`config.mk`:
```
export PLATFORM = sky130hd
export DESIGN_NAME = gain_ladder_blend_weight_core_flat
export DESIGN_NICKNAME = d
export VERILOG_FILES = /design/src/rtl/glbw_pkg.sv /design/src/rtl/glbw_if.sv /design/src/rtl/glbw_band_select.sv /design/src/rtl/glbw_div_cell.sv /design/src/rtl/gain_ladder_blend_weight_core.sv /design/src/flat_wrapper.sv
export SDC_FILE = /design/constraint.sdc
export NUM_CORES = 2
export LEC_CHECK = 0
export ABC_CLOCK_PERIOD_IN_PS = 9100
export BUFFER_PORTS_ARGS = -buffer_cell sky130_fd_sc_hd__buf_2
export CORE_MARGIN = 8
export CORE_UTILIZATION = 49
export CTS_BUF_LIST = sky130_fd_sc_hd__clkbuf_4 sky130_fd_sc_hd__clkbuf_8
export DETAILED_ROUTE_END_ITERATION = 8
export PLACE_DENSITY = 0.62
export REMOVE_ABC_BUFFERS = 1
export SETUP_SLACK_MARGIN = 0.2
export SYNTH_ARGS = -nofsm -noshare
export SYNTH_HDL_FRONTEND = slang
export SYNTH_SLANG_ARGS = --single-unit
```
`constraint.sdc`:
```
create_clock -name clk_i -period 9.1 [get_ports clk_i]
set_input_delay 0.91 -clock clk_i [delete_from_list [all_inputs] [get_ports clk_i]]
set_output_delay 0.91 -clock clk_i [all_outputs]
set_load 0.01 [all_outputs]
```
`src/rtl/glbw_pkg.sv`:
```
// ----------------------------------------------------------------------------
// Gain ladder blend weight package
// Shared constants, the stage record and the float32 bound decoder.
// ----------------------------------------------------------------------------
package glbw_pkg;

  localparam int unsigned CFG_INDEX_BITS = 8;
  localparam int unsigned CFG_DATA_BITS  = 32;
  localparam int unsigned BOUND_BITS     = 32;
  localparam int unsigned NUM_BOUND_REGS = 8;
  localparam int unsigned NUM_BANDS      = 4;
  localparam int unsigned BAND_BITS      = 2;

  localparam logic [7:0] EXP_BIAS  = 8'd127;
  localparam logic [7:0] MAX_EXP   = 8'd30;
  localparam logic [7:0] MANT_BITS = 8'd23;

  typedef struct packed {
    logic [BAND_BITS-1:0]  band_index;
    logic [BOUND_BITS-1:0] band_low;
    logic [BOUND_BITS-1:0] band_high;
    logic                  force_one;
    logic                  force_zero;
    logic [BOUND_BITS-1:0] rem;
    logic [BOUND_BITS-1:0] den;
  } glbw_stage_t;

  function automatic logic [BOUND_BITS-1:0] decode_bound(input logic [CFG_DATA_BITS-1:0] bits);
    logic [7:0]            expo;
    logic [BOUND_BITS-1:0] mant;
    logic [BOUND_BITS-1:0] res;
    expo = bits[30:23];
    mant = {8'd0, 1'b1, bits[22:0]};
    if (bits[31] || (expo < EXP_BIAS)) begin
      res = '0;
    end else if (expo > (EXP_BIAS + MAX_EXP)) begin
      res = '1;
    end else if (expo >= (EXP_BIAS + MANT_BITS)) begin
      res = mant << (expo - (EXP_BIAS + MANT_BITS));
    end else begin
      res = mant >> ((EXP_BIAS + MANT_BITS) - expo);
    end
    return res;
  endfunction

endpackage

```
`src/rtl/glbw_if.sv`:
```
// ----------------------------------------------------------------------------
// Gain ladder blend weight interfaces
// Valid/ready channels for configuration writes, gains and results.
// ----------------------------------------------------------------------------
interface glbw_cfg_if;
  import glbw_pkg::*;

  logic                      valid;
  logic                      ready;
  logic [CFG_INDEX_BITS-1:0] index;
  logic [CFG_DATA_BITS-1:0]  data;

  modport source (output valid, output index, output data, input ready);
  modport sink   (input valid, input index, input data, output ready);
endinterface

interface glbw_gain_if #(
  parameter int unsigned GAIN_BITS = 16
);
  logic                 valid;
  logic                 ready;
  logic [GAIN_BITS-1:0] sensor_gain;

  modport source (output valid, output sensor_gain, input ready);
  modport sink   (input valid, input sensor_gain, output ready);
endinterface

interface glbw_result_if #(
  parameter int unsigned WEIGHT_FRACTION_BITS = 16
);
  import glbw_pkg::*;

  logic                            valid;
  logic                            ready;
  logic [BAND_BITS-1:0]            band_index;
  logic [WEIGHT_FRACTION_BITS:0]   low_weight;
  logic [BOUND_BITS-1:0]           band_low;
  logic [BOUND_BITS-1:0]           band_high;

  modport source (output valid, output band_index, output low_weight,
                  output band_low, output band_high, input ready);
  modport sink   (input valid, input band_index, input low_weight,
                  input band_low, input band_high, output ready);
endinterface

```
`src/rtl/glbw_band_select.sv`:
```
// ----------------------------------------------------------------------------
// Gain ladder band select
// Holds the decoded ladder bounds, picks the band for a gain and registers
// the band bounds, the special-case flags and the division operands.
// ----------------------------------------------------------------------------
module glbw_band_select #(
  parameter int unsigned GAIN_BITS = 16
) (
  input  logic                  clk_i,
  input  logic                  rst_ni,
  glbw_cfg_if.sink              cfg_i,
  input  logic                  valid_i,
  output logic                  ready_o,
  input  logic [GAIN_BITS-1:0]  gain_i,
  output logic                  valid_o,
  input  logic                  ready_i,
  output glbw_pkg::glbw_stage_t data_o
);
  import glbw_pkg::*;

  logic [BOUND_BITS-1:0] upper_q [NUM_BANDS];
  logic [BOUND_BITS-1:0] lower_q [NUM_BANDS];
  logic                  cfg_hit;
  logic [BOUND_BITS-1:0] cfg_dec;
  logic [BOUND_BITS-1:0] gain_ext;
  logic [NUM_BANDS-1:0]  pass;
  logic [BAND_BITS-1:0]  band;
  logic [BOUND_BITS-1:0] lo;
  logic [BOUND_BITS-1:0] hi;
  glbw_stage_t           stage_d;
  glbw_stage_t           stage_q;
  logic                  valid_d;
  logic                  valid_q;

  assign cfg_i.ready = 1'b1;
  assign cfg_hit = cfg_i.valid && (cfg_i.index < CFG_INDEX_BITS'(NUM_BOUND_REGS));
  assign cfg_dec = decode_bound(cfg_i.data);

  always_ff @(posedge clk_i or negedge rst_ni) begin
    if (!rst_ni) begin
      for (int i = 0; i < NUM_BANDS; i++) begin
        upper_q[i] <= '0;
        lower_q[i] <= '0;
      end
    end else if (cfg_hit) begin
      if (cfg_i.index[BAND_BITS]) begin
        lower_q[cfg_i.index[BAND_BITS-1:0]] <= cfg_dec;
      end else begin
        upper_q[cfg_i.index[BAND_BITS-1:0]] <= cfg_dec;
      end
    end
  end

  assign gain_ext = BOUND_BITS'(gain_i);

  always_comb begin
    for (int i = 0; i < NUM_BANDS; i++) begin
      pass[i] = gain_ext >= upper_q[i];
    end
  end

  always_comb begin
    priority if (&pass) begin
      band = 2'd3;
    end else if (&pass[2:0]) begin
      band = 2'd2;
    end else if (&pass[1:0]) begin
      band = 2'd1;
    end else begin
      band = 2'd0;
    end
  end

  assign lo = upper_q[band];
  assign hi = lower_q[band];

  always_comb begin
    stage_d.band_index = band;
    stage_d.band_low   = lo;
    stage_d.band_high  = hi;
    stage_d.force_one  = (gain_ext <= lo) || (hi <= lo);
    stage_d.force_zero = gain_ext >= hi;
    stage_d.rem        = gain_ext - lo;
    stage_d.den        = hi - lo;
  end

  assign ready_o = !valid_q || ready_i;
  assign valid_d = ready_o ? valid_i : valid_q;

  always_ff @(posedge clk_i or negedge rst_ni) begin
    if (!rst_ni) begin
      valid_q <= 1'b0;
    end else begin
      valid_q <= valid_d;
    end
  end

  always_ff @(posedge clk_i) begin
    if (valid_i && ready_o) begin
      stage_q <= stage_d;
    end
  end

  assign valid_o = valid_q;
  assign data_o  = stage_q;

endmodule

```
`src/rtl/glbw_div_cell.sv`:
```
// ----------------------------------------------------------------------------
// Gain ladder divider cell
// One restoring division step: produces one quotient bit of the band
// fraction and hands the partial remainder to the next cell.
// ----------------------------------------------------------------------------
module glbw_div_cell #(
  parameter int unsigned QUOT_BITS = 16
) (
  input  logic                  clk_i,
  input  logic                  rst_ni,
  input  logic                  valid_i,
  output logic                  ready_o,
  input  glbw_pkg::glbw_stage_t data_i,
  input  logic [QUOT_BITS-1:0]  quot_i,
  output logic                  valid_o,
  input  logic                  ready_i,
  output glbw_pkg::glbw_stage_t data_o,
  output logic [QUOT_BITS-1:0]  quot_o
);
  import glbw_pkg::*;

  logic [BOUND_BITS:0]    shifted;
  logic [BOUND_BITS:0]    diff;
  logic                   fits;
  glbw_stage_t            data_d;
  glbw_stage_t            data_q;
  logic [QUOT_BITS-1:0]   quot_d;
  logic [QUOT_BITS-1:0]   quot_q;
  logic                   valid_d;
  logic                   valid_q;

  always_comb begin
    shifted = {data_i.rem, 1'b0};
    diff    = shifted - {1'b0, data_i.den};
    fits    = shifted >= {1'b0, data_i.den};
    data_d  = data_i;
    data_d.rem = fits ? diff[BOUND_BITS-1:0] : shifted[BOUND_BITS-1:0];
    quot_d  = {quot_i[QUOT_BITS-2:0], fits};
  end

  assign ready_o = !valid_q || ready_i;
  assign valid_d = ready_o ? valid_i : valid_q;

  always_ff @(posedge clk_i or negedge rst_ni) begin
    if (!rst_ni) begin
      valid_q <= 1'b0;
    end else begin
      valid_q <= valid_d;
    end
  end

  always_ff @(posedge clk_i) begin
    if (valid_i && ready_o) begin
      data_q <= data_d;
      quot_q <= quot_d;
    end
  end

  assign valid_o = valid_q;
  assign data_o  = data_q;
  assign quot_o  = quot_q;

endmodule

```
`src/rtl/gain_ladder_blend_weight_core.sv`:
```
// ----------------------------------------------------------------------------
// Gain ladder blend weight core
// Takes one sensor gain per transaction and returns the ladder band and the
// Q-format weight of its low entry. One gain is accepted every clock cycle
// while results are taken at the output; the path is one band-select
// register stage followed by a row of WEIGHT_FRACTION_BITS divider cells,
// each producing one quotient bit. Each stage stalls only when the stage
// after it is full, so bubbles close up while a result waits at the output.
// Configuration writes are taken in any cycle, decode the float32 bound at
// once, and must only be made while no gain is in flight; indexes beyond the
// eight bound registers are ignored.
// ----------------------------------------------------------------------------
module gain_ladder_blend_weight_core #(
  parameter int unsigned GAIN_BITS            = 16,
  parameter int unsigned WEIGHT_FRACTION_BITS = 16
) (
  input  logic           clk_i,
  input  logic           rst_ni,
  glbw_cfg_if.sink       cfg_i,
  glbw_gain_if.sink      gain_i,
  glbw_result_if.source  result_o
);
  import glbw_pkg::*;

  localparam int unsigned NUM_CELLS = WEIGHT_FRACTION_BITS;
  localparam logic [WEIGHT_FRACTION_BITS:0] WEIGHT_ONE = {1'b1, {WEIGHT_FRACTION_BITS{1'b0}}};

  glbw_stage_t                     stage_data  [NUM_CELLS+1];
  logic [WEIGHT_FRACTION_BITS-1:0] stage_quot  [NUM_CELLS+1];
  logic                            stage_valid [NUM_CELLS+1];
  logic                            stage_ready [NUM_CELLS+1];
  glbw_stage_t                     last;

  glbw_band_select #(
    .GAIN_BITS (GAIN_BITS)
  ) u_band_select (
    .clk_i   (clk_i),
    .rst_ni  (rst_ni),
    .cfg_i   (cfg_i),
    .valid_i (gain_i.valid),
    .ready_o (gain_i.ready),
    .gain_i  (gain_i.sensor_gain),
    .valid_o (stage_valid[0]),
    .ready_i (stage_ready[0]),
    .data_o  (stage_data[0])
  );

  assign stage_quot[0] = '0;

  for (genvar k = 0; k < NUM_CELLS; k++) begin : g_cell
    glbw_div_cell #(
      .QUOT_BITS (WEIGHT_FRACTION_BITS)
    ) u_cell (
      .clk_i   (clk_i),
      .rst_ni  (rst_ni),
      .valid_i (stage_valid[k]),
      .ready_o (stage_ready[k]),
      .data_i  (stage_data[k]),
      .quot_i  (stage_quot[k]),
      .valid_o (stage_valid[k+1]),
      .ready_i (stage_ready[k+1]),
      .data_o  (stage_data[k+1]),
      .quot_o  (stage_quot[k+1])
    );
  end

  assign stage_ready[NUM_CELLS] = result_o.ready;
  assign last = stage_data[NUM_CELLS];

  assign result_o.valid      = stage_valid[NUM_CELLS];
  assign result_o.band_index = last.band_index;
  assign result_o.band_low   = last.band_low;
  assign result_o.band_high  = last.band_high;

  always_comb begin
    priority if (last.force_one) begin
      result_o.low_weight = WEIGHT_ONE;
    end else if (last.force_zero) begin
      result_o.low_weight = '0;
    end else begin
      result_o.low_weight = WEIGHT_ONE - {1'b0, stage_quot[NUM_CELLS]};
    end
  end

endmodule

```
`src/flat_wrapper.sv`:
```
// flat-port wrapper written by rule: the top's interface ports become plain ports
module gain_ladder_blend_weight_core_flat import glbw_pkg::*;
#(
  parameter int unsigned GAIN_BITS            = 16,
  parameter int unsigned WEIGHT_FRACTION_BITS = 16
)
  (clk_i, rst_ni, cfg_i_valid, cfg_i_index, cfg_i_data, cfg_i_ready, gain_i_valid, gain_i_sensor_gain, gain_i_ready, result_o_valid, result_o_band_index, result_o_low_weight, result_o_band_low, result_o_band_high, result_o_ready);
  glbw_cfg_if cfg_i_i ();
  glbw_gain_if #(.GAIN_BITS(GAIN_BITS)) gain_i_i ();
  glbw_result_if #(.WEIGHT_FRACTION_BITS(WEIGHT_FRACTION_BITS)) result_o_i ();
  input  logic clk_i;
  input  logic rst_ni;
  input wire logic [$bits(cfg_i_i.valid)-1:0] cfg_i_valid;
  input wire logic [$bits(cfg_i_i.index)-1:0] cfg_i_index;
  input wire logic [$bits(cfg_i_i.data)-1:0] cfg_i_data;
  output wire logic [$bits(cfg_i_i.ready)-1:0] cfg_i_ready;
  input wire logic [$bits(gain_i_i.valid)-1:0] gain_i_valid;
  input wire logic [$bits(gain_i_i.sensor_gain)-1:0] gain_i_sensor_gain;
  output wire logic [$bits(gain_i_i.ready)-1:0] gain_i_ready;
  output wire logic [$bits(result_o_i.valid)-1:0] result_o_valid;
  output wire logic [$bits(result_o_i.band_index)-1:0] result_o_band_index;
  output wire logic [$bits(result_o_i.low_weight)-1:0] result_o_low_weight;
  output wire logic [$bits(result_o_i.band_low)-1:0] result_o_band_low;
  output wire logic [$bits(result_o_i.band_high)-1:0] result_o_band_high;
  input wire logic [$bits(result_o_i.ready)-1:0] result_o_ready;
  assign cfg_i_i.valid = cfg_i_valid;
  assign cfg_i_i.index = cfg_i_index;
  assign cfg_i_i.data = cfg_i_data;
  assign cfg_i_ready = cfg_i_i.ready;
  assign gain_i_i.valid = gain_i_valid;
  assign gain_i_i.sensor_gain = gain_i_sensor_gain;
  assign gain_i_ready = gain_i_i.ready;
  assign result_o_valid = result_o_i.valid;
  assign result_o_band_index = result_o_i.band_index;
  assign result_o_low_weight = result_o_i.low_weight;
  assign result_o_band_low = result_o_i.band_low;
  assign result_o_band_high = result_o_i.band_high;
  assign result_o_i.ready = result_o_ready;
  gain_ladder_blend_weight_core #(.GAIN_BITS(GAIN_BITS), .WEIGHT_FRACTION_BITS(WEIGHT_FRACTION_BITS)) u_core (.clk_i(clk_i), .rst_ni(rst_ni), .cfg_i(cfg_i_i), .gain_i(gain_i_i), .result_o(result_o_i));
endmodule
```
# Word level (Yosys, flattened, before mapping)
# Cells that the tools add are included.
# W data, S select, Z words.
classes:
  shift: 2
  n_addsub: 20
  n_lt_le_gt_ge: 30
  n_reduce_logical: 60
  n_mux: 33
  bitwise: 3
op_table:
  columns: ["operator", "n"]
  rows:
  - ["$mux W32", 23]
  - ["$ge A33 B32 Y1", 16]
  - ["$sub A32 B32 Y32", 16]
  - ["$bwmux W128", 2]
  - ["$ge A16 B32 Y1", 5]
  - ["$bmux W32 S2", 2]
  - ["$demux W32 S2", 1]
  - ["$mux W17", 2]
  - ["$le A16 B32 Y1", 1]
  - ["$le A32 B32 Y1", 1]
  - ["$shl A24 B8 Y32", 1]
  - ["$shr A24 B8 Y32", 1]
  - ["$sub A16 B32 Y32", 1]
  - ["$logic_and A1 B1 Y1", 19]
  - ["$logic_or A1 B1 Y1", 19]
  - ["$logic_not A1 Y1", 17]
  - ["$sub A17 B16 Y17 const A", 1]
  - ["$ge A8 B8 Y1 const B", 1]
  - ["$gt A8 B8 Y1 const B", 1]
  - ["$lt A8 B4 Y1 const B", 1]
  - ["$lt A8 B7 Y1 const B", 1]
  - ["$sub A8 B8 Y8 const A", 1]
  - ["$sub A8 B8 Y8 const B", 1]
  - ["$ge A3 B3 Y1 const B", 2]
  - ["8 further kinds", 12]
totals:
  input_bits: 61
  output_inout_bits: 86
  register_bits: 2589
  elab_cells: 321

# Longest topological paths before layout
logic_depth:
  word_depth: 19
  ltp_mapped: 29
  mapped_depth_nobuf: 27

# Hierarchy
# Synthesis repeated with hierarchy kept, for this count alone.
unflattened:
  hier_cells: 9975
  hier_area_um2: 133471.8
modules_own_cells:
  columns: ["mod", "cells_each", "area_per_inst_um2", "seq_area_each_um2", "instances"]
  rows:
  - ["glbw_div_cell", 472, 6905.4, 4469.3, 16]
  - ["glbw_band_select", 2358, 22580.4, 10395.0, 1]
  - ["gain_ladder_blend_weight_core", 65, 405.4, 0.0, 1]

# Worst setup path after synthesis
# No wires, ideal clock.
synth_path:
  kind: "input to register"
  start: "input port result_o_ready"
  end: "register u_core.g_cell[1].u_cell.data_q, in the netlist u_core.g_cell[1].u_cell.data_o[0], enable pin"
  required_ns: 8.454
  cell_stages: 10
  arrival_ns: 7.791
  setup_slack_ns: 0.664
  n_path_buf: 0
  setup_ns: 0.646
  path_cell_list: "nor2b_1 > nand3_1 > nor2_1 > and2_1 > nand2_1 > nor2_1 > and2_1 > nand4_1 > nor2_1 > nor2b_1"
synth_via:
  elab_chain_cells: 16
synth_rtl:
  columns: ["item", "line", "text"]
  rows:
  - ["from (decl)", "flat_wrapper.sv:25", "input wire logic [$bits(result_o_i.ready)-1:0] result_o_ready;"]
  - ["$logic_or A1 B1 Y1 (15 in a row)", "glbw_div_cell.sv:41", "assign ready_o = !valid_q || ready_i;"]
  - ["$logic_and A1 B1 Y1", "glbw_div_cell.sv:53", "if (valid_i && ready_o) begin"]
  - ["to (signal assigned)", "glbw_div_cell.sv:54", "data_q <= data_d;"]
  - ["to (decl)", "glbw_div_cell.sv:26", "glbw_stage_t data_q;"]
# Every way passes these cells.
# A chain may end at the register's enable or synchronous reset.

==> impl_summary.md <==
Placed design
Summed over all nets, the half-perimeter wirelength after detailed placement is 205000 um. In this run, placement finished with an instance count of 12500. The placed instances occupy a cell area of ~0.12 mm2. The congestion estimate from routability-driven global placement came to approximately 0.91.

The count of port buffers added during placement is 145.

Synth
The count of different cell masters after synthesis is about 100. After synthesis the cells add up to 0.120 mm2. After synthesis the netlist holds a flip-flop and latch count of 2589.

The count of flip-flops with a built-in enable after synthesis is 2316. The Yosys step of the flow raised 0 warnings. Synthesis produced between 9000 and 10000 cells. The sequential fraction of the synthesis area is 0.635. A synthesized cell averages 12.8 um2. For this run, the leading register cell type out of synthesis is sky130_fd_sc_hd__edfxtp_1. The share of synthesized registers carrying an async set or reset is 0.105.

CTS
The cts-stage hold buffer count is 2. The number of instances resized during post-cts repair is 0. The clock tree from TritonCTS is yes. The number of buffers added for setup after CTS is 0. The root buffer cell chosen for the clock tree is sky130_fd_sc_hd__clkbuf_8. The clock network latency to the later pin of the worst-skew pair is 1100 ps. The H-tree depth is 5. Clock-pin slew was measured on the worst setup and hold paths at 60 ps. The clock passes through at most 4 buffers. The number of clock sinks is about 2600. The clock buffer count from CTS is 428.

Final layout
The final cell area excluding filler cells is 0.133 mm2. At the end of the flow, the number of nets in the layout was about 10000. The share of cells above drive strength 1 is 0.128.

The number of non-filler instances in the completed layout is between 10000 and 15000. The area growth from synthesis to layout is 10.7%.

Min path
In this run the worst hold path is classified as in -> reg. Counting instances, the worst hold path has a depth of 4. The origin of the worst min-delay path is result_o_ready. The worst min-delay path endpoint is u_core.g_cell[14].u_cell.valid_o.

Global routing
In the global route stage, overall resource usage came out at 0.208. The via count of the first global-routing pass was 72500. The total overflow left after global routing is 0. The number of antenna violations at the first check in global routing is 20. The first-pass GRT wire length is between 400000 and 500000 um.

Entering global routing, the biggest net connects between 100 and 150 pins.

Timing
Setup violations remaining at the end of the flow were counted as 0. The worst hold slack is roughly 170 ps. At the pin with the least slew margin, the transition time is 1320 ps. Subtracting the final worst setup slack from the clock period gives about 7000 ps.

The maximum frequency from static timing analysis is between 100 and 150 MHz. The worst setup skew after layout is 135 ps. The number of max-slew violations in the final report was 0. Setup repair after global routing left no endpoint under its margin. The final period utilization is 0.778.

The relative slew slack is 0.113. The hold violation total from the final report is 0.

Detailed routing
The overall via count from detail_route is 73500. The first detailed-routing pass ran for 6 iterations. After detailed routing, the number of vias per cell comes to around 5.5. After detailed routing, the number of remaining DRC violations is 0. The wire length after detailed routing is 281000 um.

Dividing the detail-routed wire length by the instance count gives 21.2 um. The remaining number of nets flagged by the antenna check after routing is 0. The violation count after the first detailed-routing iteration is between 5000 and 6000.

Power
VDD sags by at most 0.000186 V. The total power density per cell area is 311 mW/mm2. The share of total power dissipated in the clock network is 0.243. In this run the static leakage power is 52.9 nW. The share of total power dissipated in combinational logic is 0.329. The switching power of the nets is approximately 14 mW. Of the total power, the share spent switching nets is 0.335. The cell-internal power is 27.5 mW. The share of total power dissipated in sequential elements is 0.428.

Setup path
The startpoint identified for the worst register-to-register timing path is u_core.u_band_select.upper_q[112]. The number of buffers and inverters on the critical path is 2. Data on the critical path is required at its endpoint by roughly 9900 ps. Of all nets on the critical path, the largest fanout is 23. The library cell appearing most often on the critical path is sky130_fd_sc_hd__o21ai_0.

The peak per-stage delay on the critical path is 700 ps. The register-to-register setup slack is just over 2000 ps. Data on the critical path arrives at its endpoint at 7850 ps. The kind of critical path is reg -> reg. STA classifies the critical path endpoint as a register.

The critical path depth in cells is 22. The slowest stage cell on the critical path is sky130_fd_sc_hd__or3_2. STA classifies the critical path startpoint as a register.

The critical path goes through or4_4, nor4_2, and2_1, nand4_4, or3_1, or3_2, o21ai_0, inv_1, ha_1, inv_1, fa_1, a21oi_1, o21ai_0, nand2_1, a211oi_1, o21ai_0, a21oi_1, nand2_1, o21ai_0, a41o_1, a221oi_1, or4b_2. The worst register-to-register path ends at u_core.u_band_select.data_o[65]. The cell family contributing the most delay on the critical path is simple AND/OR/NAND/NOR gates. The number of cells traversed by the worst register-to-register path is 22.

Run
Across the run, the number of max-cap violations was 0.

Floorplanning
The floorplan has 182 rows. The core outline area is 0.245 mm2. The die height is 511 um. The initial core utilization is 0.491. The count of pins on the block boundary is 147. The width of the die is ~510 um. The area enclosed by the die boundary is 0.261 mm2.

Status
The flow ran to the end, and the final reports show no timing, DRC or antenna violations.
-- worst max-delay path by stage --
| stage | start | end |
|---|---|---|
| 3_5_place_dp | gain_i_sensor_gain[0] | u_core.u_band_select.data_o[65] |
| 5_1_grt | u_core.u_band_select.upper_q[114] | u_core.u_band_select.data_o[65] |
| 2_1_floorplan | gain_i_sensor_gain[0] | u_core.u_band_select.data_o[65] |
| 3_3_place_gp | gain_i_sensor_gain[0] | u_core.u_band_select.data_o[65] |
| 6_report | u_core.u_band_select.upper_q[112] | u_core.u_band_select.data_o[65] |
| 4_1_cts | u_core.u_band_select.upper_q[112] | u_core.u_band_select.data_o[65] |
-- power by group through the flow --
stage | logic (mW) | registers, mW | clock network (mW)
global placement | 13.2 | 17.9 | 0
floorplan | 10.1 | 17.4 | 0
global route | 15.1 | 17.9 | 10.9
finish | 13.6 | 17.7 | 10.0
detailed placement | 13.4 | 17.9 | 0
CTS | 13.6 | 17.7 | 10.4
-- layer usage --
metal  vias to the layer above  track usage  wire (um)
li1                      35200            -          -
met1                     35800        0.290     128000
met5                         -            0         39
met2                      2060        0.337     130000
met4                         8       0.0604       7420
met3                       493       0.0383      15900
-- area by class of cell --
| class | count | area [um2] |
|---|---|---|
| well taps | 3220 | 4030 |
| fillers | 20500 | 112000 |
| flip-flops and latches | 2589 | 76400 |
| repair buffers | 243 | 1540 |
| inverters | 798 | 3000 |
| clock buffers | 560 | 6930 |
| multi-input cells | 5685 | 39700 |
| clock inverters | 188 | 1450 |
| diodes | 5 | 12.5 |
-- metrics by stage --
step,utilization,power (mW),setup TNS [ps],setup slack (ps)
2_1_floorplan,-,27.5,-62810,-1940
3_3_place_gp,0.509,31.1,0,1480
3_5_place_dp,0.509,31.4,0,1440
4_1_cts,0.543,41.6,0,2070
5_1_grt,0.543,43.8,0,1600
6_report,0.543,41.4,0,2020
-- registers in the layout (all words and copies together), names as in the netlist --
register / count
u_core.g_cell.u_cell.data_o: 2048
u_core.g_cell.u_cell.quot_o: 136
u_core.u_band_select.data_o: 132
u_core.u_band_select.lower_q: 128
u_core.u_band_select.upper_q: 128
u_core.g_cell.u_cell.valid_o: 16
u_core.u_band_select.valid_o: 1
-- worst register-to-register path: cells and delay by family (launching register included) --
family | cells | cell delay [ps]
compound gates | 9 | 2510
fa+ha+maj | 2 | 450
buf+inv | 2 | 180
flops | 1 | 450
simple gates | 9 | 3220
-- cell usage in the layout (no fill, tap or decap), types with 40 or more instances in the layout --
master,count
sky130_fd_sc_hd__xor2_1,199
sky130_fd_sc_hd__buf_2,144
sky130_fd_sc_hd__mux2i_1,61
sky130_fd_sc_hd__edfxtp_1,2316
sky130_fd_sc_hd__nor2_1,591
sky130_fd_sc_hd__clkbuf_4,124
sky130_fd_sc_hd__nor2b_1,102
sky130_fd_sc_hd__inv_1,797
sky130_fd_sc_hd__dfrtp_1,273
sky130_fd_sc_hd__buf_4,91
sky130_fd_sc_hd__or3_1,47
sky130_fd_sc_hd__and2_1,43
sky130_fd_sc_hd__and3_1,44
sky130_fd_sc_hd__xnor2_1,269
sky130_fd_sc_hd__mux2_2,260
sky130_fd_sc_hd__a31oi_1,40
sky130_fd_sc_hd__o31ai_1,55
sky130_fd_sc_hd__nand3_1,143
sky130_fd_sc_hd__nand4_1,85
sky130_fd_sc_hd__nor3_1,125
sky130_fd_sc_hd__clkinv_2,53
sky130_fd_sc_hd__o21a_1,97
sky130_fd_sc_hd__clkinv_1,93
sky130_fd_sc_hd__ha_1,646
sky130_fd_sc_hd__a211oi_1,51
sky130_fd_sc_hd__clkbuf_8,436
sky130_fd_sc_hd__a21o_1,221
sky130_fd_sc_hd__a21oi_1,705
sky130_fd_sc_hd__nand2_1,690
sky130_fd_sc_hd__o21ai_0,496
sky130_fd_sc_hd__nand2b_1,96
sky130_fd_sc_hd__nor4_1,41
-- logic make-up after synthesis --
family                   Yosys count  synth area share
flip-flops                      2589             0.635
AO/OA/AOI/OAI                   2055             0.106
XOR/XNOR                         470            0.0342
multiplexers                     346            0.0336
other                              1         0.0000312
adder cells (fa/ha/maj)          663            0.0701
buffers and inverters           1100            0.0372
AND/OR/NAND/NOR                 2150            0.0840
-- cell usage after synthesis, drive strengths merged, types with 44 or more instances --
master,instances,share of area
o21a,97,0.0061
or3,48,0.0025
and2,56,0.0029
nor3,126,0.0052
o21ai,516,0.021
nor2b,108,0.0056
mux2i,61,0.0051
a21o,221,0.014
nand4,86,0.0046
o31ai,59,0.0039
ha,646,0.067
buf,112,0.0062
a211oi,51,0.0032
nor2,591,0.018
nand2,691,0.022
nand3,144,0.0060
inv,797,0.025
nand2b,96,0.0050
and3,44,0.0023
xnor2,269,0.020
dfrtp,273,0.057
xor2,201,0.015
edfxtp,2316,0.58
clkbuf,190,0.0060
mux2,265,0.025
a21oi,708,0.030
Note: power is estimated with default switching activity, not from simulation.
